## config.mk

```make
export PLATFORM = sky130hd
export DESIGN_NAME = bpa_sweep
export DESIGN_NICKNAME = d
export VERILOG_FILES = /design/src/hw/rtl/bpa_pkg.sv /design/src/hw/rtl/bpa_sweep.sv
export SDC_FILE = /design/constraint.sdc
export NUM_CORES = 1
export LEC_CHECK = 0
export ABC_AREA = 1
export ABC_CLOCK_PERIOD_IN_PS = 2900
export BUFFER_PORTS_ARGS = -buffer_cell sky130_fd_sc_hd__buf_2
export CORE_AREA = 2 2 103 105
export DETAILED_ROUTE_END_ITERATION = 12
export DIE_AREA = 0 0 105 107
export PLACE_DENSITY = 0.71
export SLEW_MARGIN = 20
export SYNTH_ARGS = -nofsm -noshare
export SYNTH_HDL_FRONTEND = slang
export SYNTH_SLANG_ARGS = --single-unit
```

## constraint.sdc

```tcl
create_clock -name aclk -period 2.9 [get_ports aclk]
set_input_delay 0.58 -clock aclk [delete_from_list [all_inputs] [get_ports aclk]]
set_output_delay 0.58 -clock aclk [all_outputs]
set_load 0.005 [all_outputs]
```

## src/hw/rtl/bpa_pkg.sv

```systemverilog
`timescale 1ns / 1ps
// ----------------------------------------------------------------------------
// bpa_pkg
// Shared constants, codes, types and bit search helpers of the page allocator.
// ----------------------------------------------------------------------------
package bpa_pkg;

    localparam int MEM_SIZE_W = 29;
    localparam int RES_END_W  = 28;
    localparam int CFG_W      = 29;
    localparam int ADDR_W     = 32;
    localparam int OP_W       = 2;
    localparam int PA_W       = 28;
    localparam int STS_W      = 2;
    localparam int CNT_OUT_W  = 17;
    localparam int S_TDATA_W  = 32;
    localparam int M_TDATA_W  = 48;
    localparam int M_PAD_W    = M_TDATA_W - PA_W - CNT_OUT_W;

    localparam logic [OP_W-1:0] OP_ALLOC = 2'd0;
    localparam logic [OP_W-1:0] OP_FREE  = 2'd1;
    localparam logic [OP_W-1:0] OP_INIT  = 2'd2;

    localparam logic [STS_W-1:0] STS_OK       = 2'd0;
    localparam logic [STS_W-1:0] STS_NO_FREE  = 2'd1;
    localparam logic [STS_W-1:0] STS_NOT_USED = 2'd2;
    localparam logic [STS_W-1:0] STS_RANGE    = 2'd3;

    localparam logic REG_MEM_SIZE = 1'b0;
    localparam logic REG_RES_END  = 1'b1;

    typedef struct packed {
        logic       found;
        logic [4:0] idx;
    } bit_hit_t;

    typedef struct packed {
        logic map_we;
        logic sum_we;
        logic done;
    } sweep_ctl_t;

    function automatic bit_hit_t lowest_one(input logic [31:0] w);
        bit_hit_t r;
        r.found = 1'b0;
        r.idx   = 5'd0;
        for (int i = 31; i >= 0; i--) begin
            if (w[i]) begin
                r.found = 1'b1;
                r.idx   = 5'(i);
            end
        end
        return r;
    endfunction

    function automatic bit_hit_t lowest_zero(input logic [31:0] w);
        return lowest_one(~w);
    endfunction

endpackage

```

## src/hw/rtl/bpa_sweep.sv

```systemverilog
`timescale 1ns / 1ps
// ----------------------------------------------------------------------------
// bpa_sweep
// Rewrites the whole page map, one word a cycle, and builds the summary of
// non-full words alongside. Runs after reset and for each init request.
// ----------------------------------------------------------------------------
module bpa_sweep #(
    parameter int MAP_WORDS = 2048,
    parameter int FIRST_W   = 17,
    parameter int TOT_W     = 17
) (
    input  logic                                                   aclk,
    input  logic                                                   aresetn,
    input  logic                                                   start,
    input  logic [FIRST_W-1:0]                                     first,
    input  logic [TOT_W-1:0]                                       total,
    output bpa_pkg::sweep_ctl_t                                    ctl,
    output logic [(MAP_WORDS > 1 ? $clog2(MAP_WORDS) : 1)-1:0]     map_addr,
    output logic [31:0]                                            map_data,
    output logic [((MAP_WORDS + 31) / 32 > 1 ?
                   $clog2((MAP_WORDS + 31) / 32) : 1)-1:0]         sum_addr,
    output logic [31:0]                                            sum_data
);

    localparam int WW        = MAP_WORDS > 1 ? $clog2(MAP_WORDS) : 1;
    localparam int SUM_DEPTH = (MAP_WORDS + 31) / 32;
    localparam int SWW       = SUM_DEPTH > 1 ? $clog2(SUM_DEPTH) : 1;
    localparam int NUM_W     = FIRST_W > TOT_W ? FIRST_W : TOT_W;

    logic          active_reg, active_next;
    logic [WW-1:0] widx_reg, widx_next;
    logic [31:0]   acc_reg, acc_next;

    logic [31:0]    wval;
    logic [31:0]    acc_now;
    logic [4:0]     lane;
    logic           last;
    logic           grp_end;

    always_comb begin
        logic [NUM_W-1:0] base;
        logic [NUM_W-1:0] p;
        base = NUM_W'(widx_reg) << 5;
        for (int b = 0; b < 32; b++) begin
            p       = base + NUM_W'(b);
            wval[b] = !((p >= NUM_W'(first)) && (p < NUM_W'(total)));
        end
    end

    assign lane    = 5'(widx_reg);
    assign last    = (widx_reg == WW'(MAP_WORDS - 1));
    assign grp_end = (lane == 5'd31) || last;
    assign acc_now = acc_reg | (32'(wval != 32'hFFFF_FFFF) << lane);

    assign ctl.map_we = active_reg;
    assign ctl.sum_we = active_reg && grp_end;
    assign ctl.done   = active_reg && last;
    assign map_addr   = widx_reg;
    assign map_data   = wval;
    assign sum_addr   = SWW'(widx_reg >> 5);
    assign sum_data   = acc_now;

    always_comb begin
        active_next = active_reg;
        widx_next   = widx_reg;
        acc_next    = acc_reg;
        if (start) begin
            active_next = 1'b1;
            widx_next   = '0;
            acc_next    = '0;
        end else if (active_reg) begin
            active_next = !last;
            widx_next   = last ? '0 : WW'(widx_reg + 1'b1);
            acc_next    = grp_end ? '0 : acc_now;
        end
    end

    always_ff @(posedge aclk) begin
        if (!aresetn) begin
            active_reg <= 1'b1;
            widx_reg   <= '0;
            acc_reg    <= '0;
        end else begin
            active_reg <= active_next;
            widx_reg   <= widx_next;
            acc_reg    <= acc_next;
        end
    end

endmodule

```

==> flow_summary.yaml, run 1 <==
final_layout:
  syn_to_final_growth_pct: 60.5
  instances_no_fill: 1154
  nets: 1080
  drive_gt1_share_pct: 45.1
  largest_register_ffs: 32
  antenna_cells: 0
  fill_cells: 899
power_and_ir_drop:
  p_int_mw: 1.01
  ir_drop_uv: 223
  swShare_pct: 28.3
  power.density_nw_per_um2: 199
  pwr-share-seq_pct: 42.7
  p_leak_nw: 3.89
  netSwitchingPower_uw: 398
  p_comb_share_pct: 21.0
  clkPwrFrac_pct: 36.3
  total_power_mw: 1.41
placement:
  dp.cells: 1128
  gp_congestion: 0.958
  dp_hpwl_mm: 11.5
  portBuffers: 120
routing:
  via_count: 5825
  wl_per_cell_um: 13.5
  drt_iter0_drc: 351
  drt-vias-per-instance: 5.05
  drt-total-wl_mm: 15.6
  drcViolationCount: 0
  drt-pass1-iter-count: 5
  antenna_left: 0
cts:
  clock_latency_ns: 0.30
  cts_buffer_depth: 2
  cts-htree-levels: 2
  clk_pin_slew_ns: 0.08
  cts_inserted_buffers: 5
  cts_tree: "yes"
  cts_root_buf: "clkbuf_8"
  cts_num_sinks: 44
floorplanning:
  initial_utilization_pct: 43.7
  ioPinCount: 121
  std_cell_rows: 37
  die_area_um2: 11200
  die_h_um: 107
  coreArea_um2: 10100
  fp.dieW_um: 105
hold_path:
  holdPathEnd: "acc_reg[7]$_SDFFE_PP0P_"
  hold_class: "flop to flop"
  min_path_cells: 2
  hp-start: "acc_reg[7]$_SDFFE_PP0P_"
global_routing:
  overflow: 0
  antenna_found_initial: 0
  grt_pass1_vias: 5248
  grt_first_pass_wirelength_mm: 24.2
  grt_use_total_pct: 26.0
  grt_max_degree: 34
sta:
  finalHoldViolations: 0
  tns_ns: -19.70
  slew_violations: 0
  rsz0062_at_grt: "yes"
  timing.fmax_mhz: 281
  finalCritPeriodShare_pct: 123
  setup_ws_ns: -0.654
  fin_worst_skew_ns: 0.00603
  slew_headroom_pct: 68.7
  setup_violations: 33
  min_period_ns: 3.55
  tightest_slew_ns: 0.469
worst_setup_path:
  endpoint_kind: "output port"
  worstPathRequired_ns: 2.32
  criticalPathCategory: "primary input to output port"
  reg2reg_depth: 19
  cp_max_fo: 8
  cp-start-kind: "primary input"
  rr_startpoint: "map_addr[5]$_SDFFE_PP0P_"
  reg2reg_to: "acc_reg[21]$_SDFFE_PP0P_"
  rrSetupSlack_ns: 0.15
  cp.arrival_ns: 2.97
yosys:
  synth_cell_types: 35
  netlist_area_um2: 4410
  ys_warn_count: 0
  syn_nets: 847
  ys_seq_area_share_pct: 20.0
  avgSynthCellArea_um2: 5.63
  synth_edf_count: 0
  async_reset_ff_share_pct: 0
  synthCells: 784
  ys_seq_elements: 44
  ys.flop_type: "dfxtp_1"
run:
  cap_violations: 0
status:
  status: "complete, but fails checks"
  violations: "setup timing"
synth_stat cells, types with 3 or more instances:
cell	count	area (µm²)
nand2_1	234	878
nor2_1	123	462
inv_1	95	357
nand3_1	71	355
dfxtp_1	44	881
o21ai_0	40	200
ha_1	26	325
a21oi_1	23	115
nor3_1	23	115
buf_4	13	97.6
nand4_1	12	75.1
buf_2	8	40.0
clkbuf_1	8	30.0
o21ai_1	8	40.0
inv_2	7	26.3
a21oi_2	6	52.6
nor2_2	6	37.5
buf_6	4	45.0
nand3_2	4	40.0
nor2_4	4	45.0
buf_1	3	11.3
nand2_2	3	18.8
xor2_1	3	26.3
through the flow:
step	hold slack, ns	cell area (µm²)	util (%)	setup slack (ns)
2_1_floorplan	0.444	4910	-	-0.0811
3_3_place_gp	0.453	6430	63.7	-0.730
3_5_place_dp	0.461	6430	63.7	-0.723
4_1_cts	0.473	6780	67.2	-0.565
5_1_grt	0.494	7080	70.2	-0.881
6_report	0.470	7080	70.2	-0.654
cells in the final DEF (no fill, tap or decap), types with 6 or more instances in the layout:
master	instances
nand3_1	47
nand3_2	27
nor2_4	10
nand4_1	12
nor2_1	114
ha_1	6
o21ai_0	38
inv_1	75
nand2_1	185
clkbuf_8	6
inv_2	19
buf_4	128
dfxtp_4	8
nand2_2	43
ha_4	20
nor2_2	9
a21oi_2	7
buf_2	118
o21ai_1	6
nor3_1	13
dfxtp_1	33
inv_4	7
nand2_4	11
buf_6	8
nor3_2	9
a21oi_1	20
buf_12	7
per-layer routing:
metal  vias to the layer above  share of wire, %  GRT usage [%]  wire, µm
li1                       2936                 -              -         -
met1                      2609                44           35.2      6790
met2                       253                49           44.7      7550
met3                        27               6.5           3.04      1020
met4                         0               1.2           4.76       194
met5                         -                 0              0         0
power by group through the flow:
stage               logic, mW  clock network, mW  registers [mW]
floorplan               0.151                  0           0.623
global placement        0.259                  0           0.622
detailed placement      0.263                  0           0.622
CTS                     0.274              0.512           0.606
global route            0.326              0.543           0.602
finish                  0.296              0.510           0.601
worst max-delay path, cell delays in order:
cell and delay, ns:
buf_2 0.10, inv_2 0.06, ha_4 0.20, nand2_2 0.05, nand2_1 0.05, nand2_1 0.07, nand2_2 0.07, a21oi_4 0.29
clkbuf_16 0.23, nand3_1 0.10, nand2_2 0.10, nand2_2 0.07, nor2_2 0.13, nand2_2 0.08, nor2_4 0.14, nand2_4 0.11
nand4_1 0.13, nor2_1 0.06, nor2_1 0.16, inv_1 0.06, buf_2 0.12
final cells by class:
type / count / area, µm² / share of cell area (%)
Clock inverter: 2 / 38.8 / 0.548
Tap cell: 136 / 170 / 2.40
Timing Repair inverter: 1 / 3.75 / 0.0530
Inverter: 105 / 437 / 6.16
Clock buffer: 6 / 82.6 / 1.17
Timing Repair Buffer: 263 / 1830 / 25.9
Sequential cell: 44 / 915 / 12.9
Multi-Input combinational cell: 597 / 3600 / 50.9
logic make-up after synthesis:
group / after synthesis / synth area share (%)
AND/OR/NAND/NOR: 488 / 47.9
buffers and inverters: 143 / 14.3
AO/OA/AOI/OAI: 80 / 9.92
flip-flops: 44 / 20.0
adder cells (fa/ha/maj): 26 / 7.37
XOR/XNOR: 3 / 0.595
repair_timing:
action	in CTS	in global routing
buffers inserted	9	5
endpoints found under the setup margin	34	38
hold buffers	0	0
gates resized for setup	44	54
pin swaps	19	42
gates cloned	2	2
worst max path at each step:
stage | endpoint | cells after the start | slack (ns) | startpoint
finish | sum_data[11] | 21 | -0.65 | first[10]
floorplan | sum_data[18] | 20 | -0.08 | total[15]
global placement | sum_data[27] | 21 | -0.73 | total[15]
global route | sum_data[11] | 19 | -0.88 | map_addr[5]$_SDFFE_PP0P_
CTS | sum_data[9] | 20 | -0.57 | first[5]
detailed placement | sum_data[10] | 21 | -0.72 | total[15]
Note: power is estimated with default switching activity, not from simulation.
==> inputs of run 2 (changes only) <==
Settings changed: CAP_MARGIN set to 20, CORE_AREA 2 2 103 105 to 2 2 109 111, CTS_CLUSTER_DIAMETER set to 30, DIE_AREA 0 0 105 107 to 0 0 111 113, PLACE_DENSITY 0.71 to not set.
==> flow_summary.yaml, run 2 (synthesis gave the netlist of run 1 again) <==
power_and_ir_drop:
  total_power_mw: 1.59
  p_leak_nw: 4.09
  p_int_mw: 1.15
  p_comb_share_pct: 19.9
  netSwitchingPower_uw: 438
  swShare_pct: 27.6
  clkPwrFrac_pct: 42.0
  ir_drop_uv: 339
  pwr-share-seq_pct: 38.1
  power.density_nw_per_um2: 205
final_layout:
  layout_common_cells: "162 x nand2_1, 138 x buf_4, 111 x buf_2"
  largest_register_ffs: 32
  mostFrequentLayoutCell: "nand2_1"
  nets: 1106
  fin_area_um2: 7750
  antenna_cells: 0
  instances_no_fill: 1187
  syn_to_final_growth_pct: 75.5
  drive_gt1_share_pct: 51.6
global_routing:
  use_met1_pct: 33.5
  busiest_layer: "met2"
  met3_usage_pct: 4.93
  met2_usage_pct: 44.9
  grt_max_degree: 33
  grt_pass1_vias: 5633
  overflow: 0
  grt_first_pass_wirelength_mm: 27.0
  grt_use_total_pct: 26.0
  antenna_found_initial: 0
sta:
  timing.fmax_mhz: 285
  fin_worst_skew_ns: 0.00296
  worst_hold_slack_ns: 0.473
  finalHoldViolations: 0
  slew_headroom_pct: 65.4
  rsz0062_at_grt: "yes"
  setup_ws_ns: -0.607
  finalCritPeriodShare_pct: 121
  min_period_ns: 3.51
  tightest_slew_ns: 0.518
  setup_violations: 34
  slew_violations: 0
worst_setup_path:
  cp.depth: 23
  cp.arrival_ns: 2.93
  criticalPathCategory: "primary input to output port"
  rrSetupSlack_ns: -0.11
  worstPathRequired_ns: 2.32
  critPathTopFamily: "simple AND/OR/NAND/NOR gates"
  cp_slowest_cell: "ha_4"
  cp-start-kind: "primary input"
  path_common_cell: "nand2_1"
  rr_startpoint: "map_addr[3]$_SDFFE_PP0P_"
  reg2reg_depth: 25
  crit_end: "sum_data[10]"
  reg2reg_to: "acc_reg[26]$_SDFFE_PP0P_"
  cp_max_fo: 8
  endpoint_kind: "output port"
  crit_start: "total[8]"
  cp_num_buf_inv: 6
  cp_cell_sequence: "buf_6 > inv_2 > ha_4 > nand2_4 > nor2_4 > buf_6 > buf_4 > nand2_1 > nand2_1 > nand2_1 > nand2_1 > nor2_1 > nand2_1 > nand2_1 > nor2_2 > nand2_2 > nor2_4 > nand2_4 > nand4_1 > nor2_1 > nor2_1 > inv_1 > buf_2"
  critPathMaxStageDelay_ns: 0.27
hold_path:
  hold_class: "flop to flop"
status:
  status: "complete, but fails checks"
  violations: "setup timing"
floorplanning:
  coreArea_um2: 11300
  std_cell_rows: 39
  ioPinCount: 121
  initial_utilization_pct: 39.2
  die_area_um2: 12500
  fp.dieW_um: 111
  die_h_um: 113
placement:
  dp.cells: 1121
  gp_congestion: 0.934
  dp_hpwl_mm: 12.5
  placed_area_um2: 6330
  portBuffers: 120
run:
  cap_violations: 0
cts:
  cts_tree: "yes"
  cts-htree-levels: 2
  clock_latency_ns: 0.29
  cts_inserted_buffers: 5
  cts_root_buf: "clkbuf_16"
  cts_num_sinks: 44
  cts_buffer_depth: 2
  cts-hold-fix-buffers: 0
  clk_pin_slew_ns: 0.06
routing:
  drcViolationCount: 0
  antenna_left: 0
  wl_per_cell_um: 14.2
  via_count: 5962
  drt_iter0_drc: 377
  drt-pass1-iter-count: 5
  drt-vias-per-instance: 5.02
  drt-total-wl_mm: 16.9
-- run 2: cell types whose count changed in the layout (fill, tap and decap cells not counted), moves of 5 or more --
cell | before | now
clkbuf_8 | 6 | 0
nand2_1 | 185 | 162
nor2_1 | 114 | 105
buf_6 | 8 | 27
buf_2 | 118 | 111
buf_4 | 128 | 138
inv_2 | 19 | 14
nor2_2 | 9 | 17
nand3_1 | 47 | 31
nand2_2 | 43 | 64
nand3_2 | 27 | 40
nor3_2 | 9 | 14
-- run 2: worst min-delay path by stage --
stage               cells after the start                        to  slack (ns)                startpoint
floorplan                               2  acc_reg[24]$_SDFFE_PP0P_        0.44  acc_reg[24]$_SDFFE_PP0P_
global placement                        2  acc_reg[30]$_SDFFE_PP0P_        0.45  acc_reg[30]$_SDFFE_PP0P_
detailed placement                      2  acc_reg[16]$_SDFFE_PP0P_        0.46  acc_reg[16]$_SDFFE_PP0P_
CTS                                     2  acc_reg[16]$_SDFFE_PP0P_        0.47  acc_reg[16]$_SDFFE_PP0P_
global route                            2  acc_reg[24]$_SDFFE_PP0P_        0.51  acc_reg[24]$_SDFFE_PP0P_
finish                                  2  acc_reg[16]$_SDFFE_PP0P_        0.47  acc_reg[16]$_SDFFE_PP0P_
-- run 2: cell type report --
cell class,count,area (µm²)
Multi-Input combinational cell,598,3870
Fill cell,1002,3520
Timing Repair Buffer,288,2160
Sequential cell,44,910
Inverter,105,454
Tap cell,143,179
Clock buffer,5,125
Clock inverter,3,46.3
Timing Repair inverter,1,7.51
-- run 2: timing repair --
action | in CTS | in global routing
buffers inserted | 41 | 12
resized for setup | 108 | 81
pin swaps | 71 | 71
endpoints found under the setup margin | 34 | 45
gates cloned | 5 | 1
-- run 2: power groups by stage --
stage | registers (mW) | logic (mW) | clock network (mW)
final | 0.604 | 0.316 | 0.667
after global routing | 0.603 | 0.343 | 0.706
after CTS | 0.604 | 0.299 | 0.680
after detailed placement | 0.622 | 0.257 | 0
after global placement | 0.622 | 0.253 | 0
after floorplan | 0.623 | 0.151 | 0
-- run 2: metal layers --
layer | wire length, µm | vias up
li1 | - | 3003
met1 | 7390 | 2736
met2 | 8210 | 193
met3 | 953 | 30
met4 | 330 | 0
met5 | 0 | -
-- run 2: worst min-delay path: stages, from the launching register on --
cell	delay, ns
dfxtp_1	0.31
inv_1	0.06
a21oi_1	0.06
-- run 2: per-stage QoR --
step / TNS (ns) / util, % / setup slack [ns]
after floorplan: -1.81 / - / -0.0811
after global placement: -25.23 / 56.2 / -0.714
after detailed placement: -26.52 / 56.2 / -0.771
after CTS: -17.08 / 65.0 / -0.557
after global routing: -23.29 / 68.7 / -0.766
final: -17.56 / 68.7 / -0.607
==> inputs of run 3 (changes only) <==
Settings changed: ABC_AREA 1 to not set, CORE_AREA 2 2 109 111 to 2 2 105 107, DIE_AREA 0 0 111 113 to 0 0 107 109, PLACE_DENSITY set to 0.66.
==> flow_summary.yaml, run 3 <==
routing:
  antenna_left: 0
  drt_iter0_drc: 409
  drt-vias-per-instance: 5.80
  via_count: 5293
  drt-total-wl_mm: 17.4
  drt-pass1-iter-count: 6
  drcViolationCount: 0
  wl_per_cell_um: 19.1
yosys:
  syn_nets: 586
  avgSynthCellArea_um2: 7.87
  netlist_area_um2: 4110
  yosys.cell_count.top_type: "dfxtp_1"
  synthCells: 523
  synth_top_area_cell: "dfxtp_1"
  ys_seq_elements: 44
  async_reset_ff_share_pct: 0
  synth.area.top_cells: "dfxtp_1 21%, ha_1 7.9%, a31o_1 6.4%"
  ys.flop_type: "dfxtp_1"
  ys_warn_count: 0
  yosys.area.top_type_share_pct: 21.4
  synth_commonest_cells: "44 x dfxtp_1, 36 x nand2_1, 31 x nor2_1"
  ys_seq_area_share_pct: 21.4
  synth_cell_types: 63
  synth_edf_count: 0
final_layout:
  nets: 834
  drive_gt1_share_pct: 53.9
  instances_no_fill: 912
  fin_area_um2: 6970
  antenna_cells: 0
  regArea_um2: 906
  multi_input_area_um2: 3570
  fill_cells: 870
  syn_to_final_growth_pct: 69.5
  largest_register_ffs: 32
  layout_common_cells: "134 x buf_4, 113 x buf_2, 34 x nand2_1, 34 x dfxtp_1, 34 x buf_6"
  mostFrequentLayoutCell: "buf_4"
cts:
  cts_num_sinks: 44
  cts-htree-levels: 2
  cts_inserted_buffers: 5
  clk_pin_slew_ns: 0.10
  cts_tree: "yes"
  cts_buffer_depth: 2
  cts-hold-fix-buffers: 0
  clock_latency_ns: 0.32
  cts_root_buf: "clkbuf_8"
sta:
  slew_headroom_pct: 31.0
  min_period_ns: 3.98
  finalHoldViolations: 0
  fin_worst_skew_ns: 0.0128
  worst_hold_slack_ns: 0.474
  setup_ws_ns: -1.08
  setup_violations: 86
  slew_violations: 0
  tightest_slew_ns: 1.03
  finalCritPeriodShare_pct: 137
  rsz0062_at_grt: "yes"
  timing.fmax_mhz: 251
power_and_ir_drop:
  pwr-share-seq_pct: 42.8
  power.density_nw_per_um2: 202
  netSwitchingPower_uw: 418
  p_int_uw: 992
  ir_drop_uv: 199
  clkPwrFrac_pct: 36.0
  p_comb_share_pct: 21.2
  p_leak_nw: 2.97
  swShare_pct: 29.6
  total_power_mw: 1.41
global_routing:
  antenna_found_initial: 0
  grt_pass1_vias: 4956
  grt_use_total_pct: 28.7
  overflow: 0
  grt_first_pass_wirelength_mm: 26.2
  grt_max_degree: 34
worst_setup_path:
  cp_cell_sequence: "buf_2 > inv_2 > ha_4 > nand4_1 > buf_6 > buf_4 > nor3b_2 > buf_4 > nand3_1 > o2111ai_2 > nand4_1 > nor4_4 > nand3_4 > buf_6 > buf_16 > a31o_1 > buf_2"
  cp_max_fo: 8
  worstPathRequired_ns: 2.32
  endpoint_kind: "output port"
  criticalPathCategory: "primary input to output port"
  cp-start-kind: "primary input"
  cp_slowest_cell: "nor4_4"
  cp.arrival_ns: 3.40
  critPathMaxStageDelay_ns: 0.40
  rrSetupSlack_ns: -0.58
hold_path:
  hold_class: "flop to flop"
floorplanning:
  std_cell_rows: 38
  ioPinCount: 121
  die_area_um2: 11700
  coreArea_um2: 10600
  die_h_um: 109
  initial_utilization_pct: 38.8
  fp.dieW_um: 107
placement:
  dp.cells: 879
  portBuffers: 120
  dp_hpwl_mm: 13.2
  gp_congestion: 1.05
  placed_area_um2: 5920
status:
  violations: "setup timing"
  status: "complete, but fails checks"
run:
  cap_violations: 0
run 3: cell types whose count changed after synthesis, moves of 21 or more:
cell | previous run | this run
nand2_1 | 234 | 36
nor2_1 | 123 | 31
inv_1 | 95 | 30
nand3_1 | 71 | 16
a31o_1 | 0 | 30
a32o_1 | 0 | 24
o21ai_0 | 40 | 19
run 3: final cells by class:
class | instances | area share [%]
Multi-Input combinational cell | 403 | 51.1
Timing Repair Buffer | 287 | 30.0
Sequential cell | 44 | 13.0
Tap cell | 140 | 2.51
Inverter | 30 | 1.72
Clock buffer | 5 | 0.987
Clock inverter | 3 | 0.664
run 3: path summary, 6_finish.rpt:
kind / start / end / cells after the start
worst min register to register: acc_reg[15]$_SDFFE_PP0P_ / acc_reg[15]$_SDFFE_PP0P_ / 1
worst max register to register: map_addr[3]$_SDFFE_PP0P_ / acc_reg[25]$_SDFFE_PP0P_ / 17
worst min-delay path: acc_reg[15]$_SDFFE_PP0P_ / acc_reg[15]$_SDFFE_PP0P_ / 1
worst max-delay path: total[6] / sum_data[27] / 17
run 3: metrics by stage:
stage | worst slack (ns) | utilization [%] | setup TNS (ns)
after floorplan | -0.733 | - | -26.95
after detailed placement | -1.13 | 55.8 | -59.76
after CTS | -1.02 | 61.6 | -35.73
after global routing | -1.19 | 65.8 | -49.77
final | -1.08 | 65.8 | -42.25
after global placement | -1.10 | 55.8 | -58.58
run 3: timing repair:
item | CTS | global route
endpoints found under the setup margin | 96 | 96
pin swaps | 16 | 38
resized for setup | 80 | 79
buffers inserted | 8 | 21
cloned | 2 | 1
run 3: worst max-delay path, delay by kind of cell:
family / cells / cell delay, ns
fa+ha+maj: 1 / 0.26
compound gates: 2 / 0.30
buf+inv: 8 / 1.04
simple gates: 6 / 1.21
run 3: power by group through the flow:
stage	clock network (mW)	registers (mW)	logic, mW
floorplan	0	0.622	0.127
global placement	0	0.622	0.238
detailed placement	0	0.622	0.244
CTS	0.502	0.605	0.272
global route	0.545	0.604	0.322
finish	0.507	0.604	0.299
run 3: cell families after synthesis:
family,synth area share (%)
AOI/OAI and AO/OA,36.0
and+or+nand+nor,23.8
buffers and inverters,8.85
DFF,21.4
adders and majority gates,7.91
xor gates and xnor gates,1.70
muxes,0.274
run 3: per-layer routing:
metal	wire length, µm	vias up	share of wire (%)	global-route usage [%]
met5	0	-	0	0
met3	1200	15	6.9	4.42
met2	8360	210	48	47.1
met1	7660	2580	44	40.5
li1	-	2488	-	-
met4	221	0	1.3	4.17
